==> src/sv/lea_pkg.sv <==
// Shared types and constants of the LEA-128 cipher core.
// No dependencies; compile first.
package lea_pkg;

    localparam int unsigned LEA_ROUNDS = 24;
    localparam int unsigned RND_W      = $clog2(LEA_ROUNDS);
    localparam int unsigned CFG_IDX_W  = 2;
    localparam int unsigned KEY_REG_W  = 64;

    typedef logic [RND_W-1:0]     t_rnd;
    typedef logic [CFG_IDX_W-1:0] t_cfg_idx;
    typedef logic [31:0]          t_word;
    typedef logic [127:0]         t_blk;

    localparam t_cfg_idx CFG_KEY_LOW  = t_cfg_idx'(0);
    localparam t_cfg_idx CFG_KEY_HIGH = t_cfg_idx'(1);

    localparam t_rnd RND_LAST = t_rnd'(LEA_ROUNDS - 1);

    localparam t_word DELTA0 = 32'hc3efe9db;
    localparam t_word DELTA1 = 32'h88c4d604;
    localparam t_word DELTA2 = 32'he789f229;
    localparam t_word DELTA3 = 32'hc6f98763;

    typedef struct packed {
        logic blk_load;
        logic ks_load;
        logic ks_step;
        t_rnd rk_waddr;
        logic rk_re;
        t_rnd rk_raddr;
        logic rnd_step;
        logic dec;
        logic out_load;
        logic key_lo_we;
        logic key_hi_we;
    } t_dp_cmd;

    function automatic t_word rol32(input t_word x, input int unsigned n);
        return (x << n) | (x >> (32 - n));
    endfunction

    function automatic t_word ror32(input t_word x, input int unsigned n);
        return (x >> n) | (x << (32 - n));
    endfunction

endpackage

==> src/sv/lea_ctrl.sv <==
// Sequencer of the LEA-128 core: key expansion, round stepping, result hand-off.
// Depends on lea_pkg.
module lea_ctrl (
    input  logic              i_clk,
    input  logic              i_rst_n,
    input  logic              i_blk_valid,
    input  logic              i_blk_action,
    output logic              o_blk_ready,
    input  logic              i_res_ready,
    output logic              o_res_valid,
    input  logic              i_cfg_valid,
    input  lea_pkg::t_cfg_idx i_cfg_index,
    output lea_pkg::t_dp_cmd  o_cmd
);
    import lea_pkg::*;

    localparam logic [2:0] S_IDLE  = 3'd0;
    localparam logic [2:0] S_KEXP  = 3'd1;
    localparam logic [2:0] S_PREF  = 3'd2;
    localparam logic [2:0] S_ROUND = 3'd3;
    localparam logic [2:0] S_DONE  = 3'd4;

    logic [2:0] r_state, n_state;
    t_rnd       r_cnt, n_cnt;
    logic       r_dec, n_dec;
    logic       r_keys_ready, n_keys_ready;
    logic       r_res_valid, n_res_valid;

    function automatic t_rnd rk_addr(input logic dec, input t_rnd idx);
        return dec ? t_rnd'(RND_LAST - idx) : idx;
    endfunction

    always_comb begin
        n_state      = r_state;
        n_cnt        = r_cnt;
        n_dec        = r_dec;
        n_keys_ready = r_keys_ready;
        n_res_valid  = r_res_valid && !i_res_ready;
        o_blk_ready  = 1'b0;
        o_cmd        = '0;
        o_cmd.dec    = r_dec;
        o_cmd.rk_waddr = r_cnt;
        unique case (r_state)
            S_IDLE: begin
                o_blk_ready = 1'b1;
                if (i_blk_valid) begin
                    o_cmd.blk_load = 1'b1;
                    n_dec = i_blk_action;
                    n_cnt = '0;
                    if (!r_keys_ready) begin
                        o_cmd.ks_load = 1'b1;
                        n_state = S_KEXP;
                    end else begin
                        n_state = S_PREF;
                    end
                end
            end
            S_KEXP: begin
                o_cmd.ks_step = 1'b1;
                if (r_cnt == RND_LAST) begin
                    n_keys_ready = 1'b1;
                    n_cnt   = '0;
                    n_state = S_PREF;
                end else begin
                    n_cnt = r_cnt + t_rnd'(1);
                end
            end
            S_PREF: begin
                o_cmd.rk_re    = 1'b1;
                o_cmd.rk_raddr = rk_addr(r_dec, '0);
                n_cnt   = '0;
                n_state = S_ROUND;
            end
            S_ROUND: begin
                o_cmd.rnd_step = 1'b1;
                if (r_cnt == RND_LAST) begin
                    n_state = S_DONE;
                end else begin
                    o_cmd.rk_re    = 1'b1;
                    o_cmd.rk_raddr = rk_addr(r_dec, r_cnt + t_rnd'(1));
                    n_cnt = r_cnt + t_rnd'(1);
                end
            end
            S_DONE: begin
                if (!r_res_valid || i_res_ready) begin
                    o_cmd.out_load = 1'b1;
                    n_res_valid = 1'b1;
                    n_state = S_IDLE;
                end
            end
            default: begin
                n_state = S_IDLE;
            end
        endcase
        // the user must make key writes only while idle (unchecked by the block); drop the expanded schedule
        if (i_cfg_valid && i_cfg_index == CFG_KEY_LOW) begin
            o_cmd.key_lo_we = 1'b1;
            n_keys_ready = 1'b0;
        end
        if (i_cfg_valid && i_cfg_index == CFG_KEY_HIGH) begin
            o_cmd.key_hi_we = 1'b1;
            n_keys_ready = 1'b0;
        end
    end

    assign o_res_valid = r_res_valid;

    always_ff @(posedge i_clk) begin
        if (!i_rst_n) begin
            r_state      <= S_IDLE;
            r_cnt        <= '0;
            r_dec        <= 1'b0;
            r_keys_ready <= 1'b0;
            r_res_valid  <= 1'b0;
        end else begin
            r_state      <= n_state;
            r_cnt        <= n_cnt;
            r_dec        <= n_dec;
            r_keys_ready <= n_keys_ready;
            r_res_valid  <= n_res_valid;
        end
    end

endmodule

==> config.mk <==
export PLATFORM = sky130hd
export DESIGN_NAME = lea_ctrl
export DESIGN_NICKNAME = d
export VERILOG_FILES = /design/src/sv/lea_pkg.sv /design/src/sv/lea_ctrl.sv
export SDC_FILE = /design/constraint.sdc
export NUM_CORES = 1
export LEC_CHECK = 0
export ABC_CLOCK_PERIOD_IN_PS = 4320
export BUFFER_PORTS_ARGS = -buffer_cell sky130_fd_sc_hd__clkbuf_2
export CORE_ASPECT_RATIO = 0.75
export CORE_MARGIN = 5
export CORE_UTILIZATION = 40
export CTS_BUF_LIST = sky130_fd_sc_hd__clkbuf_2
export CTS_CLUSTER_DIAMETER = 120
export CTS_CLUSTER_SIZE = 30
export DETAILED_ROUTE_END_ITERATION = 16
export HOLD_SLACK_MARGIN = 0.05
export PLACE_DENSITY = 0.68
export RECOVER_POWER = 25
export SYNTH_ARGS = -nofsm -noshare
export SYNTH_HDL_FRONTEND = slang
export SYNTH_SLANG_ARGS = --single-unit
==> constraint.sdc <==
create_clock -name i_clk -period 4.32 [get_ports i_clk]
set_clock_uncertainty 0.15 [all_clocks]
set_input_delay 0.648 -clock i_clk [delete_from_list [all_inputs] [get_ports i_clk]]
set_output_delay 0.648 -clock i_clk [all_outputs]
set_load 0.02 [all_outputs]
==> run metrics <==
Final Hold Fails=0; Worst Hold Class=reg -> reg; GR Overflow Total=0; post-synthesis sequential area ratio=0.266; Num CTS Buffers=3; Post-DRT Antenna Nets=0; Critical Path RT=3.52 ns; initial drt markers=52; # fillers=218; Yosys reg bits=11; Post-CTS Resized=0; clk slew on worst S/H paths=0.12 ns; Tot GR Track Use=0.134; FF+latch area=220 µm²; pin slew with the least headroom to its limit=0.560 ns; prevailing post-synth register cell=dfxtp_1; initial antenna violation count=0; Post-layout nets=144; setup TNS=0 ns; TritonCTS Sinks=11; Max Clk Rate=355 MHz; critical path capture point type=output port; Area Overhead vs Synth=14.5%; Leak=0.426 nW; ys async rst share=0; CP Data Arrival Time=2.02 ns; PD cells=321 mW/mm²; via count=903; Crit Path Class=reg -> out; post-route minimum period=2.82 ns; Final Wtd Congestion=0.809; vias in the first global route=728; startpoint types=flip-flop; Core Area=0.00200 mm²; CTS root buf=clkbuf_2; share of post-route cells with drive strength above 1=0.224; first-pass GRT wire length=3400 µm; area of the multi-input gates=528 µm²; # IOs=29; Synth top area share=0.266; Max IR drop VDD=0.223 mV; worst-path fanout max=9; WL per Instance=13.6 µm; placed insts=154; number of vias per cell=5.72; postcts setup bufs=0; fin. max-slew vios=0; RSZ-0062 raised after global routing=false; CTS tree=built; Area contributors post-synth=dfxtp_1 (27%), nand2_1 (5.4%), nor2_1 (5.4%); Max Cap Viol=0; cell accounting for the most synthesized area=dfxtp_1; Final HPWL DP=1640 µm; Vert. Die Dim=49.4 µm; final core utilization=0.474; 1st-pass router iterations=4; drt drc=0; Yosys warning total=0; Routed WL=2150 µm; ANT cells=0; status=finished clean; Worst R2R Path Depth=5; WHS Path Cells=2; CTS Buffer Depth=2; PortBufs=28; full die area=0.00309 mm²; Max H-tree Level=1; Post-Syn Nets=122; final setup vio count=0; crit share post-route=0.653; pin count of the biggest net entering global routing=19; Mapped Area=827 µm²; Final Power=0.304 mW; Initial Utilization=0.414; library cells used by synthesis=41; row count=14; Post-synth EDFFs=0; Mapped Avg Cell Area=7.32 µm²; final cell count without fillers=158; clk_lat worst skew=0.27 ns; Die X-Extent=62.5 µm; slew margin rel.=0.626; CTS hold repair buffers=0; post-synthesis cell count=113
==> synth_stat cells (3+ instances only) <==
library cell	instances
o21ai_0	6
nor2b_1	4
a21oi_1	8
dfxtp_1	11
nand2b_1	5
buf_2	3
clkbuf_1	5
nand2_1	12
nor2_1	12
nand3_1	5
inv_1	4
and3_1	4
==> state kept, by name, summed over array words and instances, names as in the netlist <==
| signal | flops |
|---|---|
| o_res_valid | 1 |
| r_cnt | 5 |
| r_dec | 1 |
| r_keys_ready | 1 |
| r_state | 3 |
==> cell type report <==
cell class | count | area share
Sequential cell | 11 | 0.232
Tap cell | 24 | 0.0317
Multi-Input combinational cell | 87 | 0.557
Inverter | 4 | 0.0159
Timing Repair Buffer | 28 | 0.141
Clock buffer | 3 | 0.0159
Clock inverter | 1 | 0.00528
==> through the flow <==
stage | worst slack [ns] | hold slack, ns | cell area (µm²)
after global placement | 1.88 | 0.350 | 933
after global routing | 1.39 | 0.409 | 947
after detailed placement | 1.84 | 0.367 | 933
after floorplan | 1.66 | 0.339 | 827
final | 1.50 | 0.381 | 947
after CTS | 1.51 | 0.385 | 953
==> kinds of logic after synthesis <==
family	count (synthesis)	share of synthesized area
flip-flops	11	0.266
buffers and inverters	15	0.0953
adder cells (fa/ha/maj)	1	0.0151
multiplexers	2	0.0257
AO/OA/AOI/OAI	30	0.253
XOR/XNOR	2	0.0212
AND/OR/NAND/NOR	52	0.324
==> critical path, stage by stage, from the launching register on <==
cell,delay (ns)
dfxtp_1,0.43
ha_1,0.35
nand2_1,0.14
mux2_2,0.28
a221oi_1,0.29
nor4_1,0.09
clkbuf_2,0.17
==> placed cells by master, fill, tap and decap left out, types with 5 or more instances in the layout <==
cell type  netlist  final
clkbuf_1         5      5
a21oi_1          8      8
clkbuf_2         0     26
nor2_1          12     12
nand2_1         12     12
nand2b_1         5      5
o21ai_0          6      6
nand3_1          5      5
dfxtp_1         11     11
==> where the power goes <==
part	switching, mW	internal (mW)
logic	0.0710	0.0428
registers	0.0215	0.109
clock network	0.0379	0.0209
==> final timing paths <==
path | slack [ns] | start | endpoint
worst min-delay path | 0.38 | o_res_valid | o_res_valid
worst min register to register | 0.38 | o_res_valid | o_res_valid
worst max-delay path | 1.50 | r_cnt[0] | o_cmd[9]
worst max register to register | 2.31 | r_cnt[0] | r_cnt[3]
==> per-layer routing <==
metal | vias to the layer above | GRT usage | wire [µm]
li1 | 448 | - | -
met3 | 2 | 0.0553 | 233
met1 | 407 | 0.181 | 940
met5 | - | 0 | 0
met4 | 0 | 0.0212 | 11
met2 | 46 | 0.202 | 964
Note: power is estimated with default switching activity, not from simulation.
