==> src/sv/lea_pkg.sv <==
// Shared types and constants of the LEA-128 cipher core.
// No dependencies; compile first.
package lea_pkg;

    localparam int unsigned LEA_ROUNDS = 24;
    localparam int unsigned RND_W      = $clog2(LEA_ROUNDS);
    localparam int unsigned CFG_IDX_W  = 2;
    localparam int unsigned KEY_REG_W  = 64;

    typedef logic [RND_W-1:0]     t_rnd;
    typedef logic [CFG_IDX_W-1:0] t_cfg_idx;
    typedef logic [31:0]          t_word;
    typedef logic [127:0]         t_blk;

    localparam t_cfg_idx CFG_KEY_LOW  = t_cfg_idx'(0);
    localparam t_cfg_idx CFG_KEY_HIGH = t_cfg_idx'(1);

    localparam t_rnd RND_LAST = t_rnd'(LEA_ROUNDS - 1);

    localparam t_word DELTA0 = 32'hc3efe9db;
    localparam t_word DELTA1 = 32'h88c4d604;
    localparam t_word DELTA2 = 32'he789f229;
    localparam t_word DELTA3 = 32'hc6f98763;

    typedef struct packed {
        logic blk_load;
        logic ks_load;
        logic ks_step;
        t_rnd rk_waddr;
        logic rk_re;
        t_rnd rk_raddr;
        logic rnd_step;
        logic dec;
        logic out_load;
        logic key_lo_we;
        logic key_hi_we;
    } t_dp_cmd;

    function automatic t_word rol32(input t_word x, input int unsigned n);
        return (x << n) | (x >> (32 - n));
    endfunction

    function automatic t_word ror32(input t_word x, input int unsigned n);
        return (x >> n) | (x << (32 - n));
    endfunction

endpackage

==> src/sv/lea_dp.sv <==
// Datapath of the LEA-128 core: key registers, key schedule, round key store,
// shared round unit and result register. Depends on lea_pkg.
module lea_dp (
    input  logic                          i_clk,
    input  logic                          i_rst_n,
    input  lea_pkg::t_dp_cmd              i_cmd,
    input  logic [lea_pkg::KEY_REG_W-1:0] i_cfg_data,
    input  lea_pkg::t_blk                 i_blk,
    output lea_pkg::t_blk                 o_res
);
    import lea_pkg::*;

    logic [KEY_REG_W-1:0] r_key_lo, r_key_hi;
    t_word r_t0, r_t1, r_t2, r_t3;
    t_word r_d0, r_d1, r_d2, r_d3;
    t_word n_t0, n_t1, n_t2, n_t3;
    t_word r_x0, r_x1, r_x2, r_x3;
    t_word n_x0, n_x1, n_x2, n_x3;
    t_word k0, k1, k2, k3;
    t_blk  r_rk;
    t_blk  r_res;
    t_blk  rk_mem [LEA_ROUNDS];

    always_ff @(posedge i_clk) begin
        if (!i_rst_n) begin
            r_key_lo <= '0;
            r_key_hi <= '0;
        end else begin
            if (i_cmd.key_lo_we) begin
                r_key_lo <= i_cfg_data;
            end
            if (i_cmd.key_hi_we) begin
                r_key_hi <= i_cfg_data;
            end
        end
    end

    // key schedule: one round key per cycle, delta queue rotates
    always_comb begin
        n_t0 = rol32(r_t0 + r_d0, 1);
        n_t1 = rol32(r_t1 + rol32(r_d0, 1), 3);
        n_t2 = rol32(r_t2 + rol32(r_d0, 2), 6);
        n_t3 = rol32(r_t3 + rol32(r_d0, 3), 11);
    end

    always_ff @(posedge i_clk) begin
        if (i_cmd.ks_load) begin
            r_t0 <= r_key_lo[31:0];
            r_t1 <= r_key_lo[63:32];
            r_t2 <= r_key_hi[31:0];
            r_t3 <= r_key_hi[63:32];
            r_d0 <= DELTA0;
            r_d1 <= DELTA1;
            r_d2 <= DELTA2;
            r_d3 <= DELTA3;
        end else if (i_cmd.ks_step) begin
            r_t0 <= n_t0;
            r_t1 <= n_t1;
            r_t2 <= n_t2;
            r_t3 <= n_t3;
            r_d0 <= r_d1;
            r_d1 <= r_d2;
            r_d2 <= r_d3;
            r_d3 <= rol32(r_d0, 4);
        end
    end

    always_ff @(posedge i_clk) begin
        if (i_cmd.ks_step) begin
            rk_mem[i_cmd.rk_waddr] <= {n_t3, n_t2, n_t1, n_t0};
        end
        if (i_cmd.rk_re) begin
            r_rk <= rk_mem[i_cmd.rk_raddr];
        end
    end

    assign k0 = r_rk[31:0];
    assign k1 = r_rk[63:32];
    assign k2 = r_rk[95:64];
    assign k3 = r_rk[127:96];

    always_comb begin
        if (!i_cmd.dec) begin
            n_x0 = rol32((r_x0 ^ k0) + (r_x1 ^ k1), 9);
            n_x1 = ror32((r_x1 ^ k2) + (r_x2 ^ k1), 5);
            n_x2 = ror32((r_x2 ^ k3) + (r_x3 ^ k1), 3);
            n_x3 = r_x0;
        end else begin
            n_x0 = r_x3;
            n_x1 = (ror32(r_x0, 9) - (n_x0 ^ k0)) ^ k1;
            n_x2 = (rol32(r_x1, 5) - (n_x1 ^ k2)) ^ k1;
            n_x3 = (rol32(r_x2, 3) - (n_x2 ^ k3)) ^ k1;
        end
    end

    always_ff @(posedge i_clk) begin
        if (i_cmd.blk_load) begin
            r_x0 <= i_blk[31:0];
            r_x1 <= i_blk[63:32];
            r_x2 <= i_blk[95:64];
            r_x3 <= i_blk[127:96];
        end else if (i_cmd.rnd_step) begin
            r_x0 <= n_x0;
            r_x1 <= n_x1;
            r_x2 <= n_x2;
            r_x3 <= n_x3;
        end
        if (i_cmd.out_load) begin
            r_res <= {r_x3, r_x2, r_x1, r_x0};
        end
    end

    assign o_res = r_res;

endmodule
==> config.mk <==
export PLATFORM = sky130hd
export DESIGN_NAME = lea_dp
export DESIGN_NICKNAME = d
export VERILOG_FILES = /design/src/sv/lea_pkg.sv /design/src/sv/lea_dp.sv
export SDC_FILE = /design/constraint.sdc
export NUM_CORES = 2
export LEC_CHECK = 0
export BUFFER_PORTS_ARGS = -buffer_cell sky130_fd_sc_hd__buf_2
export CAP_MARGIN = 20
export CORE_MARGIN = 2
export CORE_UTILIZATION = 60
export CTS_CLUSTER_DIAMETER = 40
export DETAILED_ROUTE_END_ITERATION = 10
export PLACE_DENSITY = 0.77
export SYNTH_ARGS = -nofsm -noshare
export SYNTH_HDL_FRONTEND = slang
export SYNTH_SLANG_ARGS = --single-unit
==> constraint.sdc <==
create_clock -name i_clk -period 19.65 [get_ports i_clk]
set_clock_uncertainty 0.15 [all_clocks]
set_input_delay 1.965 -clock i_clk [delete_from_list [all_inputs] [get_ports i_clk]]
set_output_delay 1.965 -clock i_clk [all_outputs]
set_load 0.02 [all_outputs]
==> reports/summary.txt <==
Status: complete, no violations
Register area share after synthesis: 69.3%
Buffers on Ports: 340
Netlist cell types: 90
Max clock buf depth: 4
Gpl congestion: 1.05
Clk Latency, worst-skew pair: 0.99 ns
Measured slew at the worst slew-check pin: 1.29 ns
Pint: 22500 uW
Syn Nets: 9665
Post-CTS Resized: 0
FMAX: 116 MHz
Main flop type after synthesis: edfxtp_1
Min-Delay Path Depth: 2
Final Hold Viols: 0
All-layer global routing usage: 37.9%
CTS Root Cell: clkbuf_16
Area grow syn2layout: 14.2%
Routed WL per cell: 38.6 um
Worst path arrival time: 9.10 ns
Clk pwr share: 22.2%
Critical path peak fanout: 6
# setup viols final: 0
Combinational Power Share: 44.6%
Share of cells above drive strength 1: 24.3%
Leading area contributor after synthesis: edfxtp_1
DP Worst Slack: 11.26 ns
Most frequent cells after synthesis: edfxtp_1, mux4_2, nand2_1
Crit start category: register
Postcts setup bufs: 0
Detail-routed via count per cell: 7.04
Pin count of the biggest net entering global routing: 149
Syn Std Cell Area: 163000 um2
Die Y: 525 um
CP max-delay cell: edfxtp_1
RSZ-0062 raised after global routing: no
First-pass GRT wire length: 729 mm
Setup crit end kind: register
Nets@finish: 10300
Leak Pwr: 0.0646 uW
Clk sink count: 3840
CTS hold repair buffers: 0
DIE WIDTH: 525 um
CTS tree: done
Antenna-violating nets left: 0
PnR worst setup slack: 11.06 ns
IO Pins: 341
WP data required: 20.16 ns
Most frequent CP cell: xnor2_1
Worst min-delay path category: register to register
Top-count cell post-synth: edfxtp_1
Vias post-DR: 96700
First DRT Iteration DRCs: 15100
DR pass1 iterations: 7
VDD IR-drop max: 402 uV
Share of the synthesized area in the top cell type: 66.1%
Num CTS Buffers: 442
GR Overflow Total: 0
Clk slew on worst S/H paths: 0.06 ns
Number of global-route vias before repair: 94700
RR Endpoint: r_x3[31]$_DFFE_PP_
Core Footprint: 270000 um2
Maxcap violations: 0
Sw power: 15300 uW
Synth Instances: 9132
Asr flop ratio synth: 0%
Final Routed Wirelength: 530 mm
Headroom to the max-slew limit: 13.8%
Area contributors post-synth: edfxtp_1, mux4_2, dfxtp_1
Mapped Avg Cell Area: 17.8 um2
Reg2Reg Launch Point: r_x3[0]$_DFFE_PP_
Flop pwr share: 33.2%
DRC Markers: 0
Syn. warnings: 0
Switching Share: 40.4%
Initial core utilization: 60.2%
Clock H-tree levels: 5
Hold Crit Endpoint: r_d0[23]$_SDFFE_PP1P_
R2R cell count: 35
Worst path max stage delay: 0.47 ns
Final Max Tran Viols: 0
Die area: 276000 um2
Post-synth EDFFs: 3584
Setup TNS: 0 ns
Site Rows: 191
Core Util, Final: 68.8%
Synth Register Bits: 3840
HPWL after detailed placement: 312 mm
Reg2Reg Setup Slack: 11.06 ns
Period minus WS final: 8.59 ns
Pwr Density: 203 nW/um2
Initial antenna violation count: 50
Kind of critical path: register to register
Min-delay src: r_d1[23]$_SDFFE_PP1P_
Final worst path period share: 43.7%
==> cell type report <==
cell class | count | area (um2)
flip-flops and latches | 3840 | 113000
inverters | 121 | 459
clock buffers | 526 | 11600
fillers | 16400 | 84300
well taps | 3570 | 4470
repair buffers | 608 | 4330
multi-input cells | 4756 | 49100
clock inverters | 301 | 3250
diodes | 14 | 35.0
==> metal layers <==
layer	global-route usage, %	up-vias	part of all wire (%)
met5	0	-	0.019
li1	-	37600	-
met2	58.2	8381	46
met3	9.82	1433	13
met1	51.4	49300	35
met4	17.5	12	5.8
==> cells in the final DEF, fill, tap and decap left out, types with 26 or more instances in the layout <==
master	count
edfxtp_1	3584
mux4_2	896
clkbuf_16	448
nand2_1	417
a21oi_1	405
mux2i_1	390
nor2_1	380
buf_2	326
ha_1	310
xor2_1	295
xnor2_1	256
dfxtp_1	256
buf_4	221
o21ai_0	179
a21o_1	169
nor2b_1	168
inv_1	118
mux2_2	82
clkbuf_1	69
o21a_1	68
clkinv_2	68
xnor2_2	58
nor3_1	57
clkinv_1	51
nand3_1	50
o21bai_1	48
clkinvlp_4	47
a211oi_1	41
bufinv_16	41
nand2b_1	36
and3_1	34
a31oi_1	34
inv_6	33
buf_8	29
o211ai_1	27
o31ai_1	26
nor2_4	26
==> through the flow <==
step                hold slack [ns]  cells  total power (uW)  cell area [um2]
floorplan                     0.291   9132             22600           163000
global placement              0.300  12900             28400           170000
detailed placement            0.310  12900             28700           171000
CTS                           0.324  13700             37100           185000
global route                  0.334  13700             38900           186000
finish                        0.317  13700             37800           186000
==> how the worst max path moves through the flow <==
| stage | to | startpoint | cells past startpoint |
|---|---|---|---|
| CTS | r_x3[31]$_DFFE_PP_ | r_x3[0]$_DFFE_PP_ | 35 |
| floorplan | rk_mem[23][0]$_DFFE_PP_ | i_cmd[16] | 4 |
| finish | r_x3[31]$_DFFE_PP_ | r_x3[0]$_DFFE_PP_ | 35 |
| global placement | r_x3[31]$_DFFE_PP_ | r_x3[0]$_DFFE_PP_ | 35 |
| detailed placement | r_x3[31]$_DFFE_PP_ | r_x3[0]$_DFFE_PP_ | 35 |
| global route | r_x3[31]$_DFFE_PP_ | r_x3[0]$_DFFE_PP_ | 35 |
==> cells by family (layout without fill, tap and decap cells) <==
logic type	Yosys count	in the layout	share of synthesized area, %
adder cells (fa/ha/maj)	320	320	2.51
multiplexers	1368	1368	15.4
buffers and inverters	536	1556	1.25
AND/OR/NAND/NOR	1277	1277	3.60
AO/OA/AOI/OAI	1146	1146	4.54
flip-flops	3840	3840	69.3
other	0	14	0
XOR/XNOR	645	645	3.48
==> critical path, delay by kind of cell (launching register included) <==
| family | cells | cell delay [ns] |
|---|---|---|
| flops | 1 | 0.47 |
| fa+ha+maj | 4 | 1.31 |
| compound gates | 21 | 4.45 |
| xor+xnor | 7 | 1.42 |
| simple gates | 3 | 0.44 |
==> power groups by stage <==
stage,Sequential [uW],Combinational [uW],Clock [uW]
after floorplan,12400,10200,0
after global placement,12600,15700,0
after global routing,12500,17700,8700
after CTS,12500,16200,8380
after detailed placement,12700,16100,0
final,12500,16900,8370
==> sequential cells by signal, summed over array words and instances, names as in the netlist, 64 cells and up <==
register  cells
r_key_hi     64
o_res       128
rk_mem     3072
r_rk        128
r_key_lo     64
Power figures use the tool's default switching activity.
